<file path="config.mk">
export PLATFORM = sky130hd
export DESIGN_NAME = incremental_pid_controller
export DESIGN_NICKNAME = d
export VERILOG_FILES = /design/src/hdl/ipid_pkg.sv /design/src/hdl/ipid_div.sv /design/src/hdl/incremental_pid_controller.sv
export SDC_FILE = /design/constraint.sdc
export NUM_CORES = 2
export LEC_CHECK = 0
export ABC_AREA = 1
export BUFFER_PORTS_ARGS = -buffer_cell sky130_fd_sc_hd__buf_2
export CORE_UTILIZATION = 60
export CTS_BUF_LIST = sky130_fd_sc_hd__clkbuf_8
export CTS_CLUSTER_SIZE = 40
export DETAILED_ROUTE_END_ITERATION = 10
export GPL_TIMING_DRIVEN = 0
export PLACE_DENSITY = 0.76
export SLEW_MARGIN = 30
export SYNTH_ARGS = -nofsm -noshare
export SYNTH_HDL_FRONTEND = slang
export SYNTH_SLANG_ARGS = --single-unit
</file>
<file path="constraint.sdc">
create_clock -name clk -period 9.8 [get_ports clk]
set_input_delay 0 -clock clk [delete_from_list [all_inputs] [get_ports clk]]
set_output_delay 0 -clock clk [all_outputs]
set_load 0.1 [all_outputs]
</file>
<file path="src/hdl/ipid_pkg.sv">
// ipid_pkg: shared constants, types and register codes for the incremental pid controller
// no dependencies
`timescale 1ns / 1ps
package ipid_pkg;
	localparam int ValueWidth = 32;
	localparam int FracBits = 16;
	localparam int CfgWidth = 32;
	localparam int CoefWidth = 48;
	localparam int ErrWidth = ValueWidth + 1;
	localparam int RatioWidth = CfgWidth + FracBits;
	localparam int ProdWidth = CoefWidth + ErrWidth;
	localparam int AccWidth = ProdWidth + 2;

	localparam logic [2:0] RegGainP = 3'd0;
	localparam logic [2:0] RegIntegralTime = 3'd1;
	localparam logic [2:0] RegDerivativeTime = 3'd2;
	localparam logic [2:0] RegSamplePeriod = 3'd3;
	localparam logic [2:0] RegSetpoint = 3'd4;
	localparam logic [2:0] RegUpperBound = 3'd5;
	localparam logic [2:0] RegLowerBound = 3'd6;
	localparam logic [2:0] RegLimitMode = 3'd7;

	localparam logic [1:0] LimUpper = 2'b01;
	localparam logic [1:0] LimLower = 2'b10;

	typedef struct packed {
		logic start;
		logic [RatioWidth-1:0] dividend;
		logic [CfgWidth-1:0] divisor;
	} div_req_t;

	typedef struct packed {
		logic busy;
		logic done;
		logic [RatioWidth-1:0] quotient;
	} div_rsp_t;
endpackage

</file>
<file path="src/hdl/ipid_div.sv">
// ipid_div: restoring divider, one quotient bit per cycle
// depends on ipid_pkg
`timescale 1ns / 1ps
module ipid_div (
	input  logic clk,
	input  logic arst_n,
	input  ipid_pkg::div_req_t req,
	output ipid_pkg::div_rsp_t rsp
);
	localparam int NW = ipid_pkg::RatioWidth;
	localparam int DW = ipid_pkg::CfgWidth;
	localparam int CW = $clog2(NW + 1);

	logic [NW-1:0] quo_q;
	logic [DW:0] rem_q;
	logic [DW-1:0] dsr_q;
	logic [CW-1:0] cnt_q;
	logic busy_q, done_q;
	logic [DW:0] trial;
	logic [DW+1:0] diff;

	// shift in next dividend bit and try subtracting
	always_comb begin
		trial = {rem_q[DW-1:0], quo_q[NW-1]};
		diff = {1'b0, trial} - {2'b00, dsr_q};
	end

	// sequencer for the iteration
	always_ff @(posedge clk or negedge arst_n) begin
		if (!arst_n) begin
			busy_q <= 1'b0;
			done_q <= 1'b0;
			cnt_q <= '0;
		end else begin
			done_q <= 1'b0;
			if (req.start) begin
				busy_q <= 1'b1;
				cnt_q <= CW'(NW);
			end else if (busy_q) begin
				cnt_q <= cnt_q - 1'b1;
				if (cnt_q == CW'(1)) begin
					busy_q <= 1'b0;
					done_q <= 1'b1;
				end
			end
		end
	end

	// datapath
	always_ff @(posedge clk) begin
		if (req.start) begin
			quo_q <= req.dividend;
			rem_q <= '0;
			dsr_q <= req.divisor;
		end else if (busy_q) begin
			if (!diff[DW+1]) begin
				rem_q <= diff[DW:0];
				quo_q <= {quo_q[NW-2:0], 1'b1};
			end else begin
				rem_q <= trial;
				quo_q <= {quo_q[NW-2:0], 1'b0};
			end
		end
	end

	assign rsp.busy = busy_q;
	assign rsp.done = done_q;
	assign rsp.quotient = quo_q;
endmodule

</file>
<file path="src/hdl/incremental_pid_controller.sv">
// incremental_pid_controller: top level, register file, sequencer and shared multiplier
// depends on ipid_pkg and ipid_div
`timescale 1ns / 1ps
// Velocity-form PID in signed Q16.16. One measured sample in, one drive value out.
// All multiplies go through one shift-add multiplier that takes 16 bits of one operand
// per cycle, and each multiply holds the sequencer. When the coefficients are current,
// a sample goes through three error multiplies and then the sum, saturation and
// limiter before out_valid rises. After a write to gain_p, integral_time,
// derivative_time or sample_period (and after reset) the next sample first goes
// through two 48-step divisions in the shared divider and three coefficient
// multiplies. The block takes no new sample until the result has been transferred
// and is back in idle the cycle after.
module incremental_pid_controller (
	input  logic clk,
	input  logic arst_n,
	input  logic in_valid,
	output logic in_stall,
	input  logic signed [ipid_pkg::ValueWidth-1:0] measured,
	output logic out_valid,
	input  logic out_stall,
	output logic signed [ipid_pkg::ValueWidth-1:0] drive,
	output logic clipped,
	input  logic cfg_we,
	input  logic [2:0] cfg_index,
	input  logic [ipid_pkg::CfgWidth-1:0] cfg_wdata
);
	localparam int VW = ipid_pkg::ValueWidth;
	localparam int FB = ipid_pkg::FracBits;
	localparam int CW = ipid_pkg::CfgWidth;
	localparam int KW = ipid_pkg::CoefWidth;
	localparam int EW = ipid_pkg::ErrWidth;
	localparam int RW = ipid_pkg::RatioWidth;
	localparam int AW = ipid_pkg::AccWidth;
	localparam int SW = RW + 2;
	localparam int MD = 16;
	localparam int MB = ((EW + MD - 1) / MD) * MD;
	localparam int MS = MB / MD;
	localparam int MCW = $clog2(MS + 1);
	localparam int MP = SW + MB;

	localparam logic [3:0] StIdle = 4'd0;
	localparam logic [3:0] StDivI = 4'd1;
	localparam logic [3:0] StWaitI = 4'd2;
	localparam logic [3:0] StDivD = 4'd3;
	localparam logic [3:0] StWaitD = 4'd4;
	localparam logic [3:0] StCoef0 = 4'd5;
	localparam logic [3:0] StCoef1 = 4'd6;
	localparam logic [3:0] StCoef2 = 4'd7;
	localparam logic [3:0] StMac0 = 4'd8;
	localparam logic [3:0] StMac1 = 4'd9;
	localparam logic [3:0] StMac2 = 4'd10;
	localparam logic [3:0] StSum = 4'd11;
	localparam logic [3:0] StOut = 4'd12;

	logic [CW-1:0] gain_q, ti_q, td_q, ts_q;
	logic signed [VW-1:0] setpoint_q, upper_q, lower_q;
	logic [1:0] mode_q;
	logic stale_q;
	logic [3:0] state_q;
	logic signed [VW-1:0] last_q;
	logic signed [EW-1:0] err_q, eprev_q, eprev2_q;
	logic signed [KW-1:0] c0_q, c1_q, c2_q;
	logic [RW-1:0] ri_q, rd_q;
	logic signed [AW-1:0] acc_q;
	logic signed [VW-1:0] drive_q;
	logic clip_q;
	logic cfg_coef_wr;
	logic [CW-1:0] ts_eff;
	ipid_pkg::div_req_t dreq;
	ipid_pkg::div_rsp_t drsp;

	// shared multiplier operands, state and result
	logic mul_op, mul_start;
	logic [SW-1:0] mul_a;
	logic [MB-1:0] mul_b;
	logic [SW-1:0] mul_a_q;
	logic [MP-1:0] mul_p_q;
	logic [MCW-1:0] mul_cnt_q;
	logic mul_busy_q, mul_done_q, mul_go_q;
	logic [SW+MD-1:0] mul_step;
	logic [MP-FB-1:0] mul_shift;
	logic signed [KW-1:0] mac_c;
	logic signed [EW-1:0] mac_e;
	logic [KW-1:0] c_abs;
	logic [EW-1:0] e_abs;
	logic mac_neg;
	logic signed [AW-1:0] mac_term;
	logic [SW-1:0] coef_sum;
	logic [KW-1:0] coef_mag;
	logic signed [AW-1:0] acc_sh;
	logic signed [AW-1:0] sum_full;
	logic signed [VW-1:0] sat_val, lim_val;
	logic sat_clip, lim_clip;

	assign ts_eff = (ts_q == '0) ? CW'(1) : ts_q;
	assign cfg_coef_wr = cfg_we && (cfg_index == ipid_pkg::RegGainP ||
		cfg_index == ipid_pkg::RegIntegralTime || cfg_index == ipid_pkg::RegDerivativeTime ||
		cfg_index == ipid_pkg::RegSamplePeriod);

	// configuration registers
	always_ff @(posedge clk or negedge arst_n) begin
		if (!arst_n) begin
			gain_q <= CW'(1) << FB;
			ti_q <= '0;
			td_q <= '0;
			ts_q <= CW'(1);
			setpoint_q <= '0;
			upper_q <= {1'b0, {(VW-1){1'b1}}};
			lower_q <= {1'b1, {(VW-1){1'b0}}};
			mode_q <= '0;
		end else if (cfg_we) begin
			case (cfg_index)
				ipid_pkg::RegGainP: gain_q <= cfg_wdata;
				ipid_pkg::RegIntegralTime: ti_q <= cfg_wdata;
				ipid_pkg::RegDerivativeTime: td_q <= cfg_wdata;
				ipid_pkg::RegSamplePeriod: ts_q <= cfg_wdata;
				ipid_pkg::RegSetpoint: setpoint_q <= cfg_wdata[VW-1:0];
				ipid_pkg::RegUpperBound: upper_q <= cfg_wdata[VW-1:0];
				ipid_pkg::RegLowerBound: lower_q <= cfg_wdata[VW-1:0];
				ipid_pkg::RegLimitMode: mode_q <= cfg_wdata[1:0];
				default: ;
			endcase
		end
	end

	// divider requests
	always_comb begin
		dreq.start = (state_q == StDivI) || (state_q == StDivD);
		if (state_q == StDivI) begin
			dreq.dividend = RW'(ts_eff) << FB;
			dreq.divisor = ti_q;
		end else begin
			dreq.dividend = RW'(td_q) << FB;
			dreq.divisor = ts_eff;
		end
	end

	ipid_div u_div (
		.clk(clk),
		.arst_n(arst_n),
		.req(dreq),
		.rsp(drsp)
	);

	// coefficient sums in Q.F
	always_comb begin
		case (state_q)
			StCoef0: coef_sum = (SW'(1) << FB) + SW'(ri_q) + SW'(rd_q);
			StCoef1: coef_sum = (SW'(1) << FB) + (SW'(rd_q) << 1);
			default: coef_sum = SW'(rd_q);
		endcase
	end

	// error product operands as sign and magnitude
	always_comb begin
		case (state_q)
			StMac1: begin
				mac_c = c1_q;
				mac_e = eprev_q;
			end
			StMac2: begin
				mac_c = c2_q;
				mac_e = eprev2_q;
			end
			default: begin
				mac_c = c0_q;
				mac_e = err_q;
			end
		endcase
		mac_neg = mac_c[KW-1] ^ mac_e[EW-1];
		c_abs = mac_c[KW-1] ? -mac_c : mac_c;
		e_abs = mac_e[EW-1] ? -mac_e : mac_e;
	end

	// shared multiplier operands: kp times sum, or coefficient times error
	always_comb begin
		mul_op = (state_q inside {StCoef0, StCoef1, StCoef2, StMac0, StMac1, StMac2});
		mul_start = mul_op && !mul_go_q;
		if (state_q inside {StCoef0, StCoef1, StCoef2}) begin
			mul_a = coef_sum;
			mul_b = MB'(gain_q);
		end else begin
			mul_a = SW'(c_abs);
			mul_b = MB'(e_abs);
		end
	end

	// shift-add step: 16 bits of the second operand per cycle
	assign mul_step = {{MD{1'b0}}, mul_p_q[MP-1:MB]} +
		({{MD{1'b0}}, mul_a_q} * {{SW{1'b0}}, mul_p_q[MD-1:0]});

	// multiplier control
	always_ff @(posedge clk or negedge arst_n) begin
		if (!arst_n) begin
			mul_busy_q <= 1'b0;
			mul_done_q <= 1'b0;
			mul_go_q <= 1'b0;
			mul_cnt_q <= '0;
		end else begin
			mul_done_q <= 1'b0;
			if (mul_start) begin
				mul_go_q <= 1'b1;
				mul_busy_q <= 1'b1;
				mul_cnt_q <= MCW'(MS);
			end else if (mul_busy_q) begin
				mul_cnt_q <= mul_cnt_q - 1'b1;
				if (mul_cnt_q == MCW'(1)) begin
					mul_busy_q <= 1'b0;
					mul_done_q <= 1'b1;
				end
			end else if (mul_done_q) begin
				mul_go_q <= 1'b0;
			end
		end
	end

	// multiplier datapath
	always_ff @(posedge clk) begin
		if (mul_start) begin
			mul_a_q <= mul_a;
			mul_p_q <= {{SW{1'b0}}, mul_b};
		end else if (mul_busy_q) begin
			mul_p_q <= {mul_step, mul_p_q[MB-1:MD]};
		end
	end

	// saturated coefficient magnitude and signed error product
	assign mul_shift = mul_p_q[MP-1:FB];
	assign coef_mag = (mul_shift > (MP-FB)'({1'b0, {(KW-1){1'b1}}}))
		? {1'b0, {(KW-1){1'b1}}} : mul_shift[KW-1:0];
	assign mac_term = mac_neg ? -AW'(mul_p_q) : AW'(mul_p_q);

	// final sum, saturation and limiter
	always_comb begin
		acc_sh = acc_q >>> FB;
		sum_full = acc_sh + AW'(last_q);
		sat_clip = 1'b0;
		if (sum_full > AW'($signed({1'b0, {(VW-1){1'b1}}}))) begin
			sat_val = {1'b0, {(VW-1){1'b1}}};
			sat_clip = 1'b1;
		end else if (sum_full < AW'($signed({1'b1, {(VW-1){1'b0}}}))) begin
			sat_val = {1'b1, {(VW-1){1'b0}}};
			sat_clip = 1'b1;
		end else begin
			sat_val = sum_full[VW-1:0];
		end
		lim_clip = 1'b0;
		lim_val = sat_val;
		if ((mode_q & ipid_pkg::LimUpper) != '0 && sat_val > upper_q) begin
			lim_val = upper_q;
			lim_clip = 1'b1;
		end else if ((mode_q & ipid_pkg::LimLower) != '0 && sat_val < lower_q) begin
			lim_val = lower_q;
			lim_clip = 1'b1;
		end
	end

	// sequencer
	always_ff @(posedge clk or negedge arst_n) begin
		if (!arst_n) begin
			state_q <= StIdle;
			stale_q <= 1'b1;
			last_q <= '0;
			eprev_q <= '0;
			eprev2_q <= '0;
		end else begin
			if (cfg_coef_wr)
				stale_q <= 1'b1;
			else if (state_q == StCoef2 && mul_done_q)
				stale_q <= 1'b0;
			case (state_q)
				StIdle: begin
					if (in_valid) begin
						state_q <= stale_q ? StDivI : StMac0;
					end
				end
				StDivI: state_q <= StWaitI;
				StWaitI: if (drsp.done) state_q <= StDivD;
				StDivD: state_q <= StWaitD;
				StWaitD: if (drsp.done) state_q <= StCoef0;
				StCoef0: if (mul_done_q) state_q <= StCoef1;
				StCoef1: if (mul_done_q) state_q <= StCoef2;
				StCoef2: if (mul_done_q) state_q <= StMac0;
				StMac0: if (mul_done_q) state_q <= StMac1;
				StMac1: if (mul_done_q) state_q <= StMac2;
				StMac2: if (mul_done_q) state_q <= StSum;
				StSum: begin
					state_q <= StOut;
					last_q <= lim_val;
					eprev2_q <= eprev_q;
					eprev_q <= err_q;
				end
				StOut: if (!out_stall) state_q <= StIdle;
				default: state_q <= StIdle;
			endcase
		end
	end

	// datapath registers
	always_ff @(posedge clk) begin
		if (state_q == StIdle && in_valid)
			err_q <= EW'(setpoint_q) - EW'(measured);
		if (state_q == StWaitI && drsp.done)
			ri_q <= (ti_q == '0) ? '0 : drsp.quotient;
		if (state_q == StWaitD && drsp.done)
			rd_q <= drsp.quotient;
		if (mul_done_q) begin
			case (state_q)
				StCoef0: c0_q <= coef_mag;
				StCoef1: c1_q <= -coef_mag;
				StCoef2: c2_q <= coef_mag;
				StMac0: acc_q <= mac_term;
				StMac1, StMac2: acc_q <= acc_q + mac_term;
				default: ;
			endcase
		end
		if (state_q == StSum) begin
			drive_q <= lim_val;
			clip_q <= sat_clip | lim_clip;
		end
	end

	assign in_stall = (state_q != StIdle);
	assign out_valid = (state_q == StOut);
	assign drive = drive_q;
	assign clipped = clip_q;

	// a result is offered only after its sum was formed
	assert property (@(posedge clk) disable iff (!arst_n)
		$rose(out_valid) |-> $past(state_q) == StSum)
		else $error("result without sum");
	// no sample enters while a result waits
	assert property (@(posedge clk) disable iff (!arst_n)
		out_valid |-> in_stall)
		else $error("input open while result pending");
	// coefficients are fresh before any multiply-accumulate
	assert property (@(posedge clk) disable iff (!arst_n)
		(state_q == StMac0) |-> !stale_q)
		else $error("stale coefficients used");
endmodule

</file>
==> summary.md <==
| Metric | Value |
|---|---|
| Vias in the first global route | `roughly 81,000` |
| Maximum clock insertion buffer count | `3` |
| Area leader, netlist | `edfxtp_1` |
| CP arrival | `10.53 ns` |
| Critical Path Sink | `mul_p_q[90]$_SDFFE_PP0P_` |
| Layout cells sized above 1 | `0.05032` |
| R2R depth | `28` |
| MaxCap Viol Count | `0` |
| Top cells by area, synth | `edfxtp_1 19%, fa_1 16%, nand2_1 12%, inv_1 9.3%, dfrtp_1 8.6%` |
| CTS buffer count | `171` |
| Critical Path Sink Type | `register` |
| Final net count | `13,170` |
| Origin of the critical flop-to-flop path | `mul_p_q[13]$_DFFE_PP_` |
| Hold Vio Cnt, Final | `0` |
| Post-synthesis sequential area ratio | `0.3045` |
| Clk sinks | `991` |
| Startpoint Class | `register` |
| Final Slew Violations | `0` |
| Initial antenna violation count | `22` |
| Avg Cell Area, Syn | `7.825 um^2` |
| Sw frac | `0.3001` |
| Peak VDD IR | `0.2117 mV` |
| Final WS setup | `roughly 0.071 ns` |
| Crit Reg-Reg Endpoint | `mul_p_q[90]$_SDFFE_PP0P_` |
| Area after DPL | `slightly above 90,000 um^2` |
| Row count | `141` |
| First-pass detailed-route iteration total | `9` |
| Fillers | `12,540` |
| Die height | `388.3 um` |
| Worst path most repeated cell | `fa_1` |
| Pin count of the biggest net entering global routing | `85` |
| Max stage delay on crit path | `~0.80 ns` |
| Cell area after layout | `98,140 um^2` |
| Outcome | `finished, final reports clean` |
| Post-CTS Setup Bufs | `0` |
| Antenna-violating nets left | `0` |
| P_leak | `47.88 nW` |
| Ys async rst share | `0.3451` |
| Share of the synthesized area in the top cell type | `0.1901` |
| TritonCTS clock tree | `built` |
| Clock root cell | `clkbuf_8` |
| Synth Flop Type | `edfxtp_1` |
| Ys Warns | `0` |
| Crit share post-route | `0.9927` |
| Post-synth EDFFs | `567` |
| Syn-to-layout area delta | `9.583%` |
| Core area | `148,000 um^2` |
| Max FO, Critical Path | `10` |
| Worst path slowest cell | `clkbuf_1` |
| Post-synthesis register bit count | `991` |
| I/O pin total | `107` |
| Post-synth cell types | `69` |
| PwrDens | `111.5 nW/um^2` |
| Internal Power | `0.007661 W` |
| Post-Synthesis Cells | `roughly 11,000` |
| Routed via count | `82,760` |
| Final setup violation count | `0` |
| Worst Skew | `0.07891 ns` |
| Aggregate global-route resource usage | `0.4380` |
| CP Data Required Time | `~11 ns` |
| Global route overflow | `0` |
| RSZ-0062 raised after global routing | `false` |
| WS Path Type | `register to register` |
| H-tree Lvls | `4` |
| RD Place Congestion | `1.041` |
| Clk pwr share | `0.378` |
| Power share of the combinational group | `0.156` |
| Post-detail-place hpwl | `261,400 um` |
| Final worst path period need | `9.729 ns` |
| Routed WL | `330,000 um` |
| Clock latency on the worst-skew pair | `0.98 ns` |
| Post-synthesis instance area | `89,550 um^2` |
| Die area | `150,800 um^2` |
| Min-delay worst type | `input port to async pin` |
| FMAX | `102.8 MHz` |
| Die Width | `388.3 um` |
| DRC violation count after routing | `0` |
| I/O Buffers | `106` |
| Share of power burned in registers | `0.466` |
| Worst-Margin Slew | `~1.1 ns` |
| Via density per instance | `5.931` |
| Max-slew headroom | `0.2713` |
| Flop2flop setup slack | `0.07 ns` |
| Psw | `0.003285 W` |
| First-pass GRT wire length | `493,900 um` |
| Iteration-0 DRC Markers | `between 9,000 and 10,000` |
| Pre-CTS WS | `-0.005526 ns` |
| Clock transition at the registers of the reported paths | `0.06 ns` |
| CP startpoint | `mul_p_q[13]$_DFFE_PP_` |
| Starting Density | `0.6050` |
| Per-cell routed wire length | `23.65 um` |
-- what timing repair did --
action                                  CTS  global route
resized for setup                         1             6
cloned                                    0             0
hold endpoints to repair                486             0
endpoints found under the setup margin    1            12
pin swaps                                 0             0
hold buffers                            104             0
-- area by class of cell --
type / instances / area [um^2] / share of cell area
Multi-Input combinational cell: 7769 / 52230 / 0.5322
Sequential cell: 991 / 27270 / 0.2779
Inverter: 2242 / 8416 / 0.08575
Clock buffer: 198 / 2725 / 0.02777
Tap cell: 1930 / 2415 / 0.02461
Timing Repair Buffer: 241 / 2255 / 0.02297
Buffer: 441 / 1754 / 0.01787
Clock inverter: 120 / 1013 / 0.01033
Antenna cell: 23 / 57.56 / 0.0005865
-- logic make-up (layout without fill, tap and decap cells) --
logic type      count (synthesis)  in the layout  synth area share
compound gates               1957           1957            0.1220
xor+xnor                      349            349           0.03422
fa+ha+maj                    1244           1244            0.2346
buf+inv                      2686           3242            0.1134
flops                         991            991            0.3045
mux                             1              1         0.0001257
other cells                     1             25        0.00004187
simple gates                 4216           4216            0.1912
-- cell usage in the layout (no fill, tap or decap), drive strengths merged, types with 38 or more instances in the layout --
cell	n
nand2	2856
o22ai	118
buf	200
dfrtp	307
edfxtp	567
inv	2302
xnor2	96
dfxtp	82
a22o	47
a31oi	95
dlygate4sd3	103
xor2	253
fa	725
clkinv	47
ha	519
or2	41
nor3	99
a21oi	717
nor4	60
clkbuf	577
o21ai	767
nor2	771
nand3	269
a32oi	38
nand4	98
-- registers in the layout (all words and copies together) (netlist names), 33 cells and up --
signal and count:
mul_p_q 98, acc_q 83, mul_a_q 50, c0_q 48, c1_q 48, c2_q 48
rd_q 48, ri_q 48, u_div.quo_q 48, eprev2_q 33, eprev_q 33, err_q 33
-- routing by layer --
metal	wire length, um	part of all wire	vias up	track usage
met5	131	0.00040	-	0
met4	27700	0.084	18	0.3053
met1	122300	0.37	39470	0.5536
met3	37000	0.11	1132	0.1012
li1	-	-	37210	-
met2	142900	0.43	4923	0.6672
-- how the worst min path moves through the flow --
stage	slack, ns	cells past startpoint	startpoint	to
finish	0.14	4	arst_n	ti_q[25]$_DFFE_PN0P_
CTS	0.07	4	cfg_wdata[3]	ti_q[3]$_DFFE_PN0P_
floorplan	-0.30	0	arst_n	eprev2_q[0]$_DFFE_PN0P_
global route	0.13	4	cfg_wdata[2]	ti_q[2]$_DFFE_PN0P_
global placement	0.24	3	cfg_wdata[0]	mode_q[0]$_DFFE_PN0P_
detailed placement	-0.02	1	arst_n	ti_q[25]$_DFFE_PN0P_
-- cell usage after synthesis, types with 12 or more instances --
cell type,number
dfxtp_1,82
o21ai_0,728
or2_2,39
a32oi_1,38
xor2_1,252
o21bai_1,22
inv_2,13
a21oi_1,712
o22ai_1,118
o21a_1,26
a21boi_0,14
xnor2_1,96
edfxtp_1,567
clkbuf_1,381
nand3_1,265
buf_2,21
nand4_1,98
nor3_2,17
o221ai_1,27
ha_1,519
nor4_1,57
nor3_1,80
dfstp_2,35
nand2_1,2848
a22o_1,47
a21o_1,13
nor2_1,752
o211ai_1,17
nor2_2,12
o31ai_1,14
buf_1,36
fa_1,725
dfrtp_1,307
o21ai_1,37
a31oi_1,95
inv_1,2224
nand3b_1,14
-- worst max-delay path, delay by kind of cell (launching register included) --
family / cells / cell delay (ns)
adders and majority gates: 7 / 3.65
AOI/OAI and AO/OA: 11 / 3.10
buffers and inverters: 5 / 1.70
and+or+nand+nor: 4 / 0.65
DFF: 1 / 0.33
xor gates and xnor gates: 1 / 0.16
-- power by group through the flow --
stage                     combinational (W)  clock [W]  sequential [W]
after floorplan                     0.00113          0         0.00507
after global placement              0.00150          0         0.00514
after detailed placement            0.00156          0         0.00516
after CTS                           0.00166    0.00414         0.00508
after global routing                0.00190    0.00431         0.00512
final                               0.00171    0.00413         0.00510
-- per-stage QoR --
step                  TNS, ns    util  hold slack, ns  cells  total power (W)
finish                      0  0.6630          0.1401  13960          0.01095
global route                0  0.6629          0.1309  13950          0.01134
CTS                         0  0.6623         0.06560  13930          0.01087
detailed placement  -0.005526  0.6299        -0.02438  13510         0.006716
global placement       -1.862  0.6250          0.2394  13480         0.006640
floorplan                   0       -         -0.2956  11450         0.006199
(Power assumes the default switching activity.)
